===== config.mk =====
export PLATFORM = sky130hd
export DESIGN_NAME = flight_auto_start_stop_detector_unit
export DESIGN_NICKNAME = d
export VERILOG_FILES = /design/src/hdl/fassd_pkg.sv /design/src/hdl/flight_auto_start_stop_detector_unit.sv
export SDC_FILE = /design/constraint.sdc
export NUM_CORES = 1
export LEC_CHECK = 0
export ABC_AREA = 1
export ABC_CLOCK_PERIOD_IN_PS = 12900
export BUFFER_PORTS_ARGS = -buffer_cell sky130_fd_sc_hd__clkbuf_2
export CORE_MARGIN = 1.5
export CORE_UTILIZATION = 66
export CTS_CLUSTER_DIAMETER = 200
export DETAILED_ROUTE_END_ITERATION = 7
export PLACE_DENSITY = 0.95
export SLEW_MARGIN = 5
export SYNTH_ARGS = -nofsm -noshare
export SYNTH_HDL_FRONTEND = slang
export SYNTH_SLANG_ARGS = --single-unit

===== constraint.sdc =====
create_clock -name clk -period 12.9 [get_ports clk]
set_input_delay 0 -clock clk [delete_from_list [all_inputs] [get_ports clk]]
set_output_delay 0 -clock clk [all_outputs]
set_load 0.03 [all_outputs]

===== src/hdl/fassd_pkg.sv =====
// ----------------------------------------------------------------------------
// fassd_pkg
// Types and constants shared by the flight auto start/stop detector.
// ----------------------------------------------------------------------------
`default_nettype none

package fassd_pkg;

    typedef enum logic [1:0] {
        KIND_TICK       = 2'd0,
        KIND_TOGGLE     = 2'd1,
        KIND_RESET_STOP = 2'd2,
        KIND_UNUSED     = 2'd3
    } kind_t;

    typedef enum logic [2:0] {
        REG_AUTO_START_ENABLE = 3'd0,
        REG_AUTO_STOP_ENABLE  = 3'd1,
        REG_START_SPEED_MIN   = 3'd2,
        REG_START_TICKS       = 3'd3,
        REG_STOP_ALT_BAND     = 3'd4,
        REG_STOP_SPEED_MAX    = 3'd5,
        REG_STOP_ACCEL_BAND   = 3'd6,
        REG_STOP_TICKS        = 3'd7
    } reg_index_t;

    localparam int unsigned CFG_DATA_W = 23;
    localparam int unsigned IN_DATA_W  = 64;
    localparam int unsigned OUT_DATA_W = 16;

    localparam logic signed [16:0] ONE_G = 17'sd1024;

    typedef struct packed {
        logic               summary_showing;
        logic               accel_valid;
        logic signed [15:0] accel;
        logic               baro_ready;
        logic signed [23:0] altitude;
        logic [15:0]        speed;
    } in_item_t;

    typedef struct packed {
        logic [7:0] stop_ticks_left;
        logic       session_active;
        logic       alert_clear;
        logic       alert_raise;
        logic       session_stopped;
        logic       session_started;
    } out_item_t;

endpackage

`default_nettype wire


===== src/hdl/flight_auto_start_stop_detector_unit.sv =====
// ----------------------------------------------------------------------------
// flight_auto_start_stop_detector_unit
// Decides when a flight session begins and ends from tick and manual events.
// ----------------------------------------------------------------------------
// Input stream s_axis: one transaction per event. tuser carries the event
// kind (tick, manual toggle, reset of the auto-stop count); tdata carries the
// sensor readings of a tick. Output stream m_axis: exactly one transaction
// per input transaction, in order, with the start/stop/alert pulses, the
// session state after the event and the remaining calm ticks.
// Configuration: cfg_we writes cfg_data into register cfg_index.
// An accepted transaction goes into the input register; the decision logic
// then loads the output register from it when the output register is free.
// Throughput is one transaction per cycle while m_axis_tready is high;
// the decision logic and the session state update sit in a single register-to-register path.
// A stalled receiver holds the output register; the input register still
// drains into it once it empties, and s_axis_tready drops only while both are
// full and m_axis_tready is low.
// Reset clears the session state, both counters, the reference altitude, the
// alert flag, all configuration registers to their defaults and both valids.
// ----------------------------------------------------------------------------
`default_nettype none

module flight_auto_start_stop_detector_unit
    import fassd_pkg::*;
(
    input  wire logic                  clk,
    input  wire logic                  rst_n,
    input  wire logic                  s_axis_tvalid,
    output logic                       s_axis_tready,
    // speed[15:0], altitude[39:16], baro_ready[40], accel[56:41],
    // accel_valid[57], summary_showing[58], zero[63:59]
    input  wire logic [IN_DATA_W-1:0]  s_axis_tdata,
    // kind[1:0]
    input  wire logic [1:0]            s_axis_tuser,
    output logic                       m_axis_tvalid,
    input  wire logic                  m_axis_tready,
    // session_started[0], session_stopped[1], alert_raise[2], alert_clear[3],
    // session_active[4], stop_ticks_left[12:5], zero[15:13]
    output logic [OUT_DATA_W-1:0]      m_axis_tdata,
    input  wire logic                  cfg_we,
    input  wire logic [2:0]            cfg_index,
    input  wire logic [CFG_DATA_W-1:0] cfg_data
);

    logic        auto_start_enable_reg;
    logic        auto_stop_enable_reg;
    logic [15:0] start_speed_min_reg;
    logic [7:0]  start_ticks_reg;
    logic [22:0] stop_alt_band_reg;
    logic [15:0] stop_speed_max_reg;
    logic [14:0] stop_accel_band_reg;
    logic [7:0]  stop_ticks_reg;

    logic               running_reg, running_next;
    logic [7:0]         start_count_reg, start_count_next;
    logic [7:0]         stop_count_reg, stop_count_next;
    logic signed [23:0] ref_alt_reg, ref_alt_next;
    logic               alert_shown_reg, alert_shown_next;

    logic      in_valid_reg;
    in_item_t  in_item_reg;
    kind_t     in_kind_reg;
    logic      out_valid_reg;
    out_item_t out_item_reg, out_item_next;
    logic      advance;

    assign advance       = in_valid_reg && (!out_valid_reg || m_axis_tready);
    assign s_axis_tready = !in_valid_reg || advance;
    assign m_axis_tvalid = out_valid_reg;
    assign m_axis_tdata  = {{(OUT_DATA_W - $bits(out_item_t)){1'b0}}, out_item_reg};

    always_ff @(posedge clk or negedge rst_n)
    begin
        if (!rst_n)
        begin
            auto_start_enable_reg <= 1'b0;
            auto_stop_enable_reg  <= 1'b0;
            start_speed_min_reg   <= 16'd500;
            start_ticks_reg       <= 8'd10;
            stop_alt_band_reg     <= 23'd100;
            stop_speed_max_reg    <= 16'd300;
            stop_accel_band_reg   <= 15'd102;
            stop_ticks_reg        <= 8'd60;
        end
        else if (cfg_we)
        begin
            unique case (reg_index_t'(cfg_index))
                REG_AUTO_START_ENABLE: auto_start_enable_reg <= cfg_data[0];
                REG_AUTO_STOP_ENABLE:  auto_stop_enable_reg  <= cfg_data[0];
                REG_START_SPEED_MIN:   start_speed_min_reg   <= cfg_data[15:0];
                REG_START_TICKS:       start_ticks_reg       <= cfg_data[7:0];
                REG_STOP_ALT_BAND:     stop_alt_band_reg     <= cfg_data[22:0];
                REG_STOP_SPEED_MAX:    stop_speed_max_reg    <= cfg_data[15:0];
                REG_STOP_ACCEL_BAND:   stop_accel_band_reg   <= cfg_data[14:0];
                REG_STOP_TICKS:        stop_ticks_reg        <= cfg_data[7:0];
                default: ;
            endcase
        end
    end

    // Input register
    always_ff @(posedge clk or negedge rst_n)
    begin
        if (!rst_n)
        begin
            in_valid_reg <= 1'b0;
        end
        else if (s_axis_tready)
        begin
            in_valid_reg <= s_axis_tvalid;
        end
    end

    always_ff @(posedge clk)
    begin
        if (s_axis_tready && s_axis_tvalid)
        begin
            in_item_reg <= s_axis_tdata[$bits(in_item_t)-1:0];
            in_kind_reg <= kind_t'(s_axis_tuser);
        end
    end

    // Decision logic
    logic signed [24:0] alt_diff;
    logic [24:0]        alt_mag;
    logic signed [16:0] accel_diff;
    logic [16:0]        accel_mag;
    logic               calm;
    logic [7:0]         start_inc;
    logic [7:0]         stop_inc;

    always_comb
    begin
        alt_diff   = 25'(in_item_reg.altitude) - 25'(ref_alt_reg);
        alt_mag    = alt_diff[24] ? 25'(-alt_diff) : 25'(alt_diff);
        accel_diff = 17'(in_item_reg.accel) - ONE_G;
        accel_mag  = accel_diff[16] ? 17'(-accel_diff) : 17'(accel_diff);
        calm       = (alt_mag < {2'b00, stop_alt_band_reg})
                  && (in_item_reg.speed < stop_speed_max_reg)
                  && in_item_reg.accel_valid
                  && (accel_mag < {2'b00, stop_accel_band_reg});
        start_inc  = start_count_reg + 8'd1;
        stop_inc   = stop_count_reg + 8'd1;

        running_next     = running_reg;
        start_count_next = start_count_reg;
        stop_count_next  = stop_count_reg;
        ref_alt_next     = ref_alt_reg;
        alert_shown_next = alert_shown_reg;
        out_item_next    = '0;

        case (in_kind_reg)
            KIND_TICK:
            begin
                if (!running_reg)
                begin
                    if (auto_start_enable_reg)
                    begin
                        if (in_item_reg.summary_showing)
                        begin
                            start_count_next = 8'd0;
                        end
                        else if (in_item_reg.speed > start_speed_min_reg)
                        begin
                            start_count_next = start_inc;
                            if (start_inc >= start_ticks_reg)
                            begin
                                start_count_next              = 8'd0;
                                running_next                  = 1'b1;
                                out_item_next.session_started = 1'b1;
                            end
                        end
                        else
                        begin
                            start_count_next = 8'd0;
                        end
                    end
                end
                else if (auto_stop_enable_reg && in_item_reg.baro_ready)
                begin
                    if (calm)
                    begin
                        stop_count_next = stop_inc;
                        if (stop_inc == {1'b0, stop_ticks_reg[7:1]})
                        begin
                            alert_shown_next          = 1'b1;
                            out_item_next.alert_raise = 1'b1;
                        end
                        if (stop_inc >= stop_ticks_reg)
                        begin
                            stop_count_next = 8'd0;
                            if (alert_shown_next)
                            begin
                                alert_shown_next          = 1'b0;
                                out_item_next.alert_clear = 1'b1;
                            end
                            running_next                  = 1'b0;
                            out_item_next.session_stopped = 1'b1;
                        end
                    end
                    else
                    begin
                        stop_count_next = 8'd0;
                        if (alert_shown_reg)
                        begin
                            alert_shown_next          = 1'b0;
                            out_item_next.alert_clear = 1'b1;
                        end
                        ref_alt_next = in_item_reg.altitude;
                    end
                end
            end
            KIND_TOGGLE:
            begin
                running_next = !running_reg;
                if (running_reg)
                begin
                    out_item_next.session_stopped = 1'b1;
                end
                else
                begin
                    out_item_next.session_started = 1'b1;
                end
            end
            KIND_RESET_STOP:
            begin
                stop_count_next  = 8'd0;
                alert_shown_next = 1'b0;
            end
            default: ;
        endcase

        out_item_next.session_active  = running_next;
        out_item_next.stop_ticks_left = (stop_count_next != 8'd0)
                                      ? 8'(stop_ticks_reg - stop_count_next) : 8'd0;
    end

    // Session state and output register
    always_ff @(posedge clk or negedge rst_n)
    begin
        if (!rst_n)
        begin
            running_reg     <= 1'b0;
            start_count_reg <= 8'd0;
            stop_count_reg  <= 8'd0;
            ref_alt_reg     <= '0;
            alert_shown_reg <= 1'b0;
            out_valid_reg   <= 1'b0;
        end
        else
        begin
            if (advance)
            begin
                running_reg     <= running_next;
                start_count_reg <= start_count_next;
                stop_count_reg  <= stop_count_next;
                ref_alt_reg     <= ref_alt_next;
                alert_shown_reg <= alert_shown_next;
                out_valid_reg   <= 1'b1;
            end
            else if (m_axis_tready)
            begin
                out_valid_reg <= 1'b0;
            end
        end
    end

    always_ff @(posedge clk)
    begin
        if (advance)
        begin
            out_item_reg <= out_item_next;
        end
    end

    a_start_stop_exclusive: assert property (@(posedge clk) disable iff (!rst_n)
        out_valid_reg |-> !(out_item_reg.session_started && out_item_reg.session_stopped))
        else $error("session started and stopped on one transaction");

    a_started_active: assert property (@(posedge clk) disable iff (!rst_n)
        (out_valid_reg && out_item_reg.session_started) |-> out_item_reg.session_active)
        else $error("session start reported without an active session");

    a_stopped_idle: assert property (@(posedge clk) disable iff (!rst_n)
        (out_valid_reg && out_item_reg.session_stopped) |-> !out_item_reg.session_active)
        else $error("session stop reported with the session still active");

    a_state_holds: assert property (@(posedge clk) disable iff (!rst_n)
        !advance |=> ($stable(running_reg) && $stable(stop_count_reg)
                      && $stable(start_count_reg)))
        else $error("session state changed without a transaction advancing");

endmodule

`default_nettype wire

==> flow_metrics.env, run 1 <==
export IMPL_grt_max_degree=70
export IMPL_wire_per_inst_um=16.7
export IMPL_pwr_density_cell_nw_per_um2=200
export IMPL_start_kind="flip-flop"
export IMPL_dieWidth_um=144
export IMPL_dp_hpwl_um=22000
export IMPL_grt_use_met1_pct=41.2
export IMPL_use_met2_pct=62.9
export IMPL_dp_cells=1994
export IMPL_antenna_found_initial=0
export IMPL_fillers=1188
export IMPL_clock_latency_ps=540
export IMPL_syn_to_final_growth_pct=18.9
export IMPL_gp_congestion=0.868
export IMPL_crit_type="reg2reg"
export IMPL_setup_viol=0
export IMPL_worstSetupEndpointType="flip-flop"
export IMPL_start_util_pct=67.4
export IMPL_crit_required_ps=13300
export IMPL_antenna_left=0
export IMPL_crit_path_max_incr_delay_ps=390
export IMPL_cp_num_buf_inv=5
export IMPL_synth_edff_count=74
export IMPL_netlist_area_leader_share_pct=20.7
export IMPL_overflow=0
export IMPL_fin_tns_setup_ps=0
export IMPL_nNetsFinal=2067
export IMPL_p_leak_nw=7.97
export IMPL_design_core_area_um2=19500
export IMPL_hold_viol=0
export IMPL_cts_reportedPaths_clkPinSlew_ps=60
export IMPL_fin_cells=2130
export IMPL_ys_seq_area_share_pct=42.2
export IMPL_gr_usage_met3_pct=4.87
export IMPL_totalWireLength_um=35700
export IMPL_avgSynthCellArea_um2=7.99
export IMPL_total_power_mw=3.13
export IMPL_htree_levels=1
export IMPL_fin_crit_sh_pct=55.7
export IMPL_synthTopCellsByArea="dfrtp_1 (21%), edfxtp_1 (17%), ha_1 (11%)"
export IMPL_io_buffer_count=106
export IMPL_synthCells=1647
export IMPL_dieArea_um2=20800
export IMPL_fp_dieH_um=144
export IMPL_min_period_ps=7180
export IMPL_cp_common_cell="nand2_1"
export IMPL_io_pins=115
export IMPL_synth_ff_type="dfrtp_1"
export IMPL_max_freq_ghz=0.139
export IMPL_final_max_slew_viol_count=0
export IMPL_cts_inserted_buffers=23
export IMPL_cts_root_buf="clkbuf_16"
export IMPL_cts_sinks=206
export IMPL_rsz0062_at_grt="no"
export IMPL_cp_top_family="simple AND/OR/NAND/NOR gates"
export IMPL_dr_first_iter_drc_count=1339
export IMPL_cp_max_fo=15
export IMPL_drive_above_1_share_pct=11.7
export IMPL_syn_area_um2=13200
export IMPL_yosys_warnings=0
export IMPL_vias=12202
export IMPL_crit_slowest_cell="dfrtp_1"
export IMPL_skew_ps=30.0
export IMPL_first_pass_iters=8
export IMPL_arrival_ps=7580
export IMPL_antennaDiodeCount=0
export IMPL_setup_slack_ps=5720
export IMPL_largest_register_ffs=59
export IMPL_timing_slew_headroom_pct=21.1
export IMPL_grt_use_total_pct=35.4
export IMPL_synth_cell_types=51
export IMPL_status="complete, but fails checks"
export IMPL_cts_tree="built"
export IMPL_worstMarginPinSlew_ps=1180
export IMPL_drc_errors=4
export IMPL_vias_per_cell=5.73
export IMPL_first_global_vias=12356
export IMPL_ys_seq_elements=206
export IMPL_holdWs_ps=134
export IMPL_min_delay_path_class="in2async"
export IMPL_grt_pass1_wl_um=58000
export IMPL_post_place_ws_ps=6120
export IMPL_grt_busiest_layer="met2"
export IMPL_num_rows=51
export IMPL_synth_top_area_cell="dfrtp_1"
export IMPL_violations="design-rule violations"
export IMPL_cap_violations=0
export IMPL_clk_path_buf_depth=3
export IMPL_vdd_drop_max_uv=141
export IMPL_async_flop_share_pct=64.1
## per-layer routing
metal,wire length [um],vias to the layer above
met5,0,-
met4,2130,0
met3,2610,206
met2,17900,663
met1,13100,5628
li1,-,5705
## cell usage after synthesis (2+ instances only)
cell type,instances
o21bai_1,3
o21ai_0,133
nor3_1,19
a31oi_1,4
xnor2_1,8
a21oi_2,2
nand3b_1,13
o21ai_1,4
nand3_2,5
nor4_1,2
nand4_1,26
nand2_1,394
nand2_2,16
fa_1,2
a21oi_1,100
ha_1,120
o211ai_1,2
edfxtp_1,74
nor2_2,14
nand3_1,48
a21o_1,2
dfrtp_1,109
o31ai_1,4
a211oi_1,4
and2_1,4
o21a_1,3
xor2_1,47
nor2_1,117
buf_4,5
o2111a_1,2
clkbuf_1,23
nor2_4,2
inv_1,290
dfstp_2,23
buf_2,3
inv_2,5
## cells in the final DEF (no fill, tap or decap), drive strengths merged, types with 6 or more instances in the layout
| cell type | instances |
|---|---|
| a21oi | 103 |
| buf | 6 |
| clkbuf | 138 |
| clkinv | 8 |
| dfrtp | 109 |
| dfstp | 23 |
| dlygate4sd3 | 94 |
| edfxtp | 74 |
| ha | 120 |
| inv | 296 |
| nand2 | 411 |
| nand3 | 53 |
| nand3b | 13 |
| nand4 | 26 |
| nor2 | 134 |
| nor3 | 19 |
| o21ai | 137 |
| xnor2 | 8 |
| xor2 | 47 |
## path summary, 6_finish.rpt
check,cells past startpoint,slack [ps],start,endpoint
max,43,5720,ref_alt_reg[0],m_axis_tdata[12]
min,2,130,rst_n,ref_alt_reg[11]
max reg2reg,43,5720,ref_alt_reg[0],m_axis_tdata[12]
min reg2reg,2,490,stop_alt_band_reg[13],stop_alt_band_reg[13]
max in group asynchronous,3,11360,rst_n,stop_alt_band_reg[3]
min in group clk,2,170,s_axis_tdata[41],in_item_reg[41]
## worst register-to-register path: cells and delay by family, from the launching register on
family / cells / cell delay, ps
AND/OR/NAND/NOR: 21 / 2300
AO/OA/AOI/OAI: 10 / 1790
adder cells (fa/ha/maj): 4 / 1270
XOR/XNOR: 3 / 660
buffers and inverters: 5 / 620
flip-flops: 1 / 390
## stage by stage
stage	area, um^2	utilization (%)
after floorplan	13200	-
after global placement	13900	71.3
after detailed placement	13900	71.3
after CTS	15600	80.1
after global routing	15600	80.1
final	15600	80.1
## repair_timing
action                                 in CTS  in global routing
hold buffers                               94                  0
endpoints found under the hold margin     213                  0
setup buffers                               0                  0
gates resized for setup                     0                  0
## power by group
| part | internal, mW | switching (mW) | total (mW) |
|---|---|---|---|
| combinational | 0.558 | 1.00 | 1.56 |
| clock | 0.395 | 0.278 | 0.673 |
| sequential | 0.823 | 0.0750 | 0.899 |
## logic make-up (layout without fill, tap and decap cells)
family          after synthesis  in the layout  share of synthesized area (%)
compound gates              271            271                           11.1
simple gates                665            665                           21.8
buf+inv                     327            543                           9.50
other cells                   1              3                         0.0285
flops                       206            206                           42.2
fa+ha+maj                   122            122                           11.7
xor+xnor                     55             55                           3.66
## area by class of cell
class / count / area [um^2] / share of cell area (%)
Inverter: 296 / 1110 / 7.11
Timing Repair Buffer: 205 / 1510 / 9.67
Multi-Input combinational cell: 1116 / 6360 / 40.7
Sequential cell: 206 / 5550 / 35.5
Clock inverter: 9 / 75.1 / 0.480
Tap cell: 265 / 332 / 2.12
Clock buffer: 33 / 696 / 4.45
Note: power is estimated with default switching activity, not from simulation.
==> run 2, diff against run 1 <==
- ABC_CLOCK_PERIOD_IN_PS: 12900 -> 6600
- CORE_UTILIZATION: 66 -> 55
- PLACE_DENSITY: 0.95 -> 0.85
- clock period: 12.9 -> 6.6 ns (I/O delays scaled with it)
==> flow_metrics.env, run 2 (same netlist as run 1, synthesis figures left out) <==
export IMPL_fin_cells=2198
export IMPL_grt_use_total_pct=26.3
export IMPL_arrival_ps=6480
export IMPL_cp_top_family="simple AND/OR/NAND/NOR gates"
export IMPL_cp_num_buf_inv=8
export IMPL_start_util_pct=56.0
export IMPL_cts_reportedPaths_clkPinSlew_ps=60
export IMPL_fin_tns_setup_ps=0
export IMPL_worstSetupEndpointType="flip-flop"
export IMPL_crit_path_max_incr_delay_ps=380
export IMPL_timing_rr_end="m_axis_tdata[12]"
export IMPL_dieArea_um2=24900
export IMPL_cp_max_fo=6
export IMPL_drc_errors=0
export IMPL_fin_crit_sh_pct=93.9
export IMPL_htree_levels=1
export IMPL_power_switching_mw=2.61
export IMPL_antennaDiodeCount=0
export IMPL_drive_above_1_share_pct=13.5
export IMPL_cap_violations=0
export IMPL_overflow=0
export IMPL_crit_type="reg2reg"
export IMPL_antenna_found_initial=0
export IMPL_max_freq_ghz=0.161
export IMPL_worstMarginPinSlew_ps=1090
export IMPL_cts_tree="built"
export IMPL_cp_common_cell="nand2_1"
export IMPL_num_rows=56
export IMPL_pwr_share_clk_pct=23.5
export IMPL_r2r_slack_ps=400
export IMPL_p_leak_nw=8.08
export IMPL_setup_slack_ps=400
export IMPL_layout_commonest_cell="nand2_1"
export IMPL_layout_common_cells="nand2_1 (390), inv_1 (288), o21ai_0 (131)"
export IMPL_antenna_left=0
export IMPL_clock_latency_ps=540
export IMPL_setup_viol=0
export IMPL_vdd_drop_max_uv=252
export IMPL_vias_per_cell=5.36
export IMPL_cts_root_buf="clkbuf_16"
export IMPL_min_period_ps=6200
export IMPL_rr_startpoint="in_item_reg[16]"
export IMPL_p_int_mw=3.65
export IMPL_io_pins=115
export IMPL_p_comb_share_pct=48.5
export IMPL_status="finished, final reports clean"
export IMPL_crit_slowest_cell="fa_1"
export IMPL_dr_first_iter_drc_count=879
export IMPL_wire_per_inst_um=15.0
export IMPL_utilization_pct=68.1
export IMPL_fp_dieH_um=158
export IMPL_design_core_area_um2=23500
export IMPL_timing_slew_headroom_pct=27.0
export IMPL_clk_path_buf_depth=3
export IMPL_min_delay_path_class="in2async"
export IMPL_holdWs_ps=58.7
export IMPL_gp_congestion=0.876
export IMPL_first_pass_iters=5
export IMPL_dieWidth_um=158
export IMPL_syn_to_final_growth_pct=21.5
export IMPL_io_buffer_count=106
export IMPL_p_sw_share_pct=41.7
export IMPL_largest_register_ffs=59
export IMPL_dp_cells=2051
export IMPL_cts_sinks=206
export IMPL_post_place_ws_ps=253
export IMPL_start_kind="flip-flop"
export IMPL_vias=11772
export IMPL_nNetsFinal=2080
export IMPL_crit_required_ps=6880
export IMPL_grt_max_degree=77
export IMPL_total_power_mw=6.26
export IMPL_cts_inserted_buffers=24
export IMPL_dp_hpwl_um=22100
export IMPL_place_area_um2=14000
export IMPL_hold_viol=0
export IMPL_totalWireLength_um=33000
export IMPL_grt_pass1_wl_um=52600
export IMPL_skew_ps=23.9
export IMPL_p_seq_share_pct=28.0
export IMPL_final_cell_area_um2=16000
export IMPL_first_global_vias=11543
export IMPL_pwr_density_cell_nw_per_um2=392
export IMPL_final_max_slew_viol_count=0
export IMPL_rr_worst_depth=46
## run 2: worst max path at each step
stage | from | depth (start not counted) | endpoint | slack (ps)
finish | in_item_reg[16] | 46 | m_axis_tdata[12] | 400
global route | ref_alt_reg[0] | 43 | m_axis_tdata[12] | -60
CTS | ref_alt_reg[0] | 43 | m_axis_tdata[12] | 170
detailed placement | ref_alt_reg[0] | 43 | m_axis_tdata[12] | 250
global placement | ref_alt_reg[0] | 44 | m_axis_tdata[12] | 530
floorplan | ref_alt_reg[0] | 44 | m_axis_tdata[12] | 990
## run 2: final cells by class
class / instances / area [um^2]
fillers: 1751 / 7480
multi-input cells: 1116 / 6420
flip-flops and latches: 206 / 5550
repair buffers: 217 / 1610
inverters: 296 / 1110
clock buffers: 27 / 643
well taps: 319 / 399
clock inverters: 17 / 245
## run 2: metal layers
layer | vias up | wire [um] | GRT usage [%]
li1 | 5749 | - | -
met1 | 5472 | 13800 | 32.7
met2 | 432 | 15800 | 46.1
met3 | 119 | 1930 | 3.42
met4 | 0 | 1410 | 11.3
met5 | - | 0 | 0
## run 2: power groups by stage
stage / clock network (mW) / logic (mW) / registers (mW)
after floorplan: 0 / 2.11 / 1.78
after global placement: 0 / 2.64 / 1.75
after detailed placement: 0 / 2.80 / 1.76
after CTS: 1.49 / 2.88 / 1.74
after global routing: 1.54 / 3.43 / 1.78
final: 1.47 / 3.04 / 1.75
## run 2: timing repair
action,4_1_cts,5_1_grt
resized for setup,0,25
setup endpoints to repair,0,2
hold buffers,95,0
hold endpoints to repair,206,0
buffers inserted,0,8
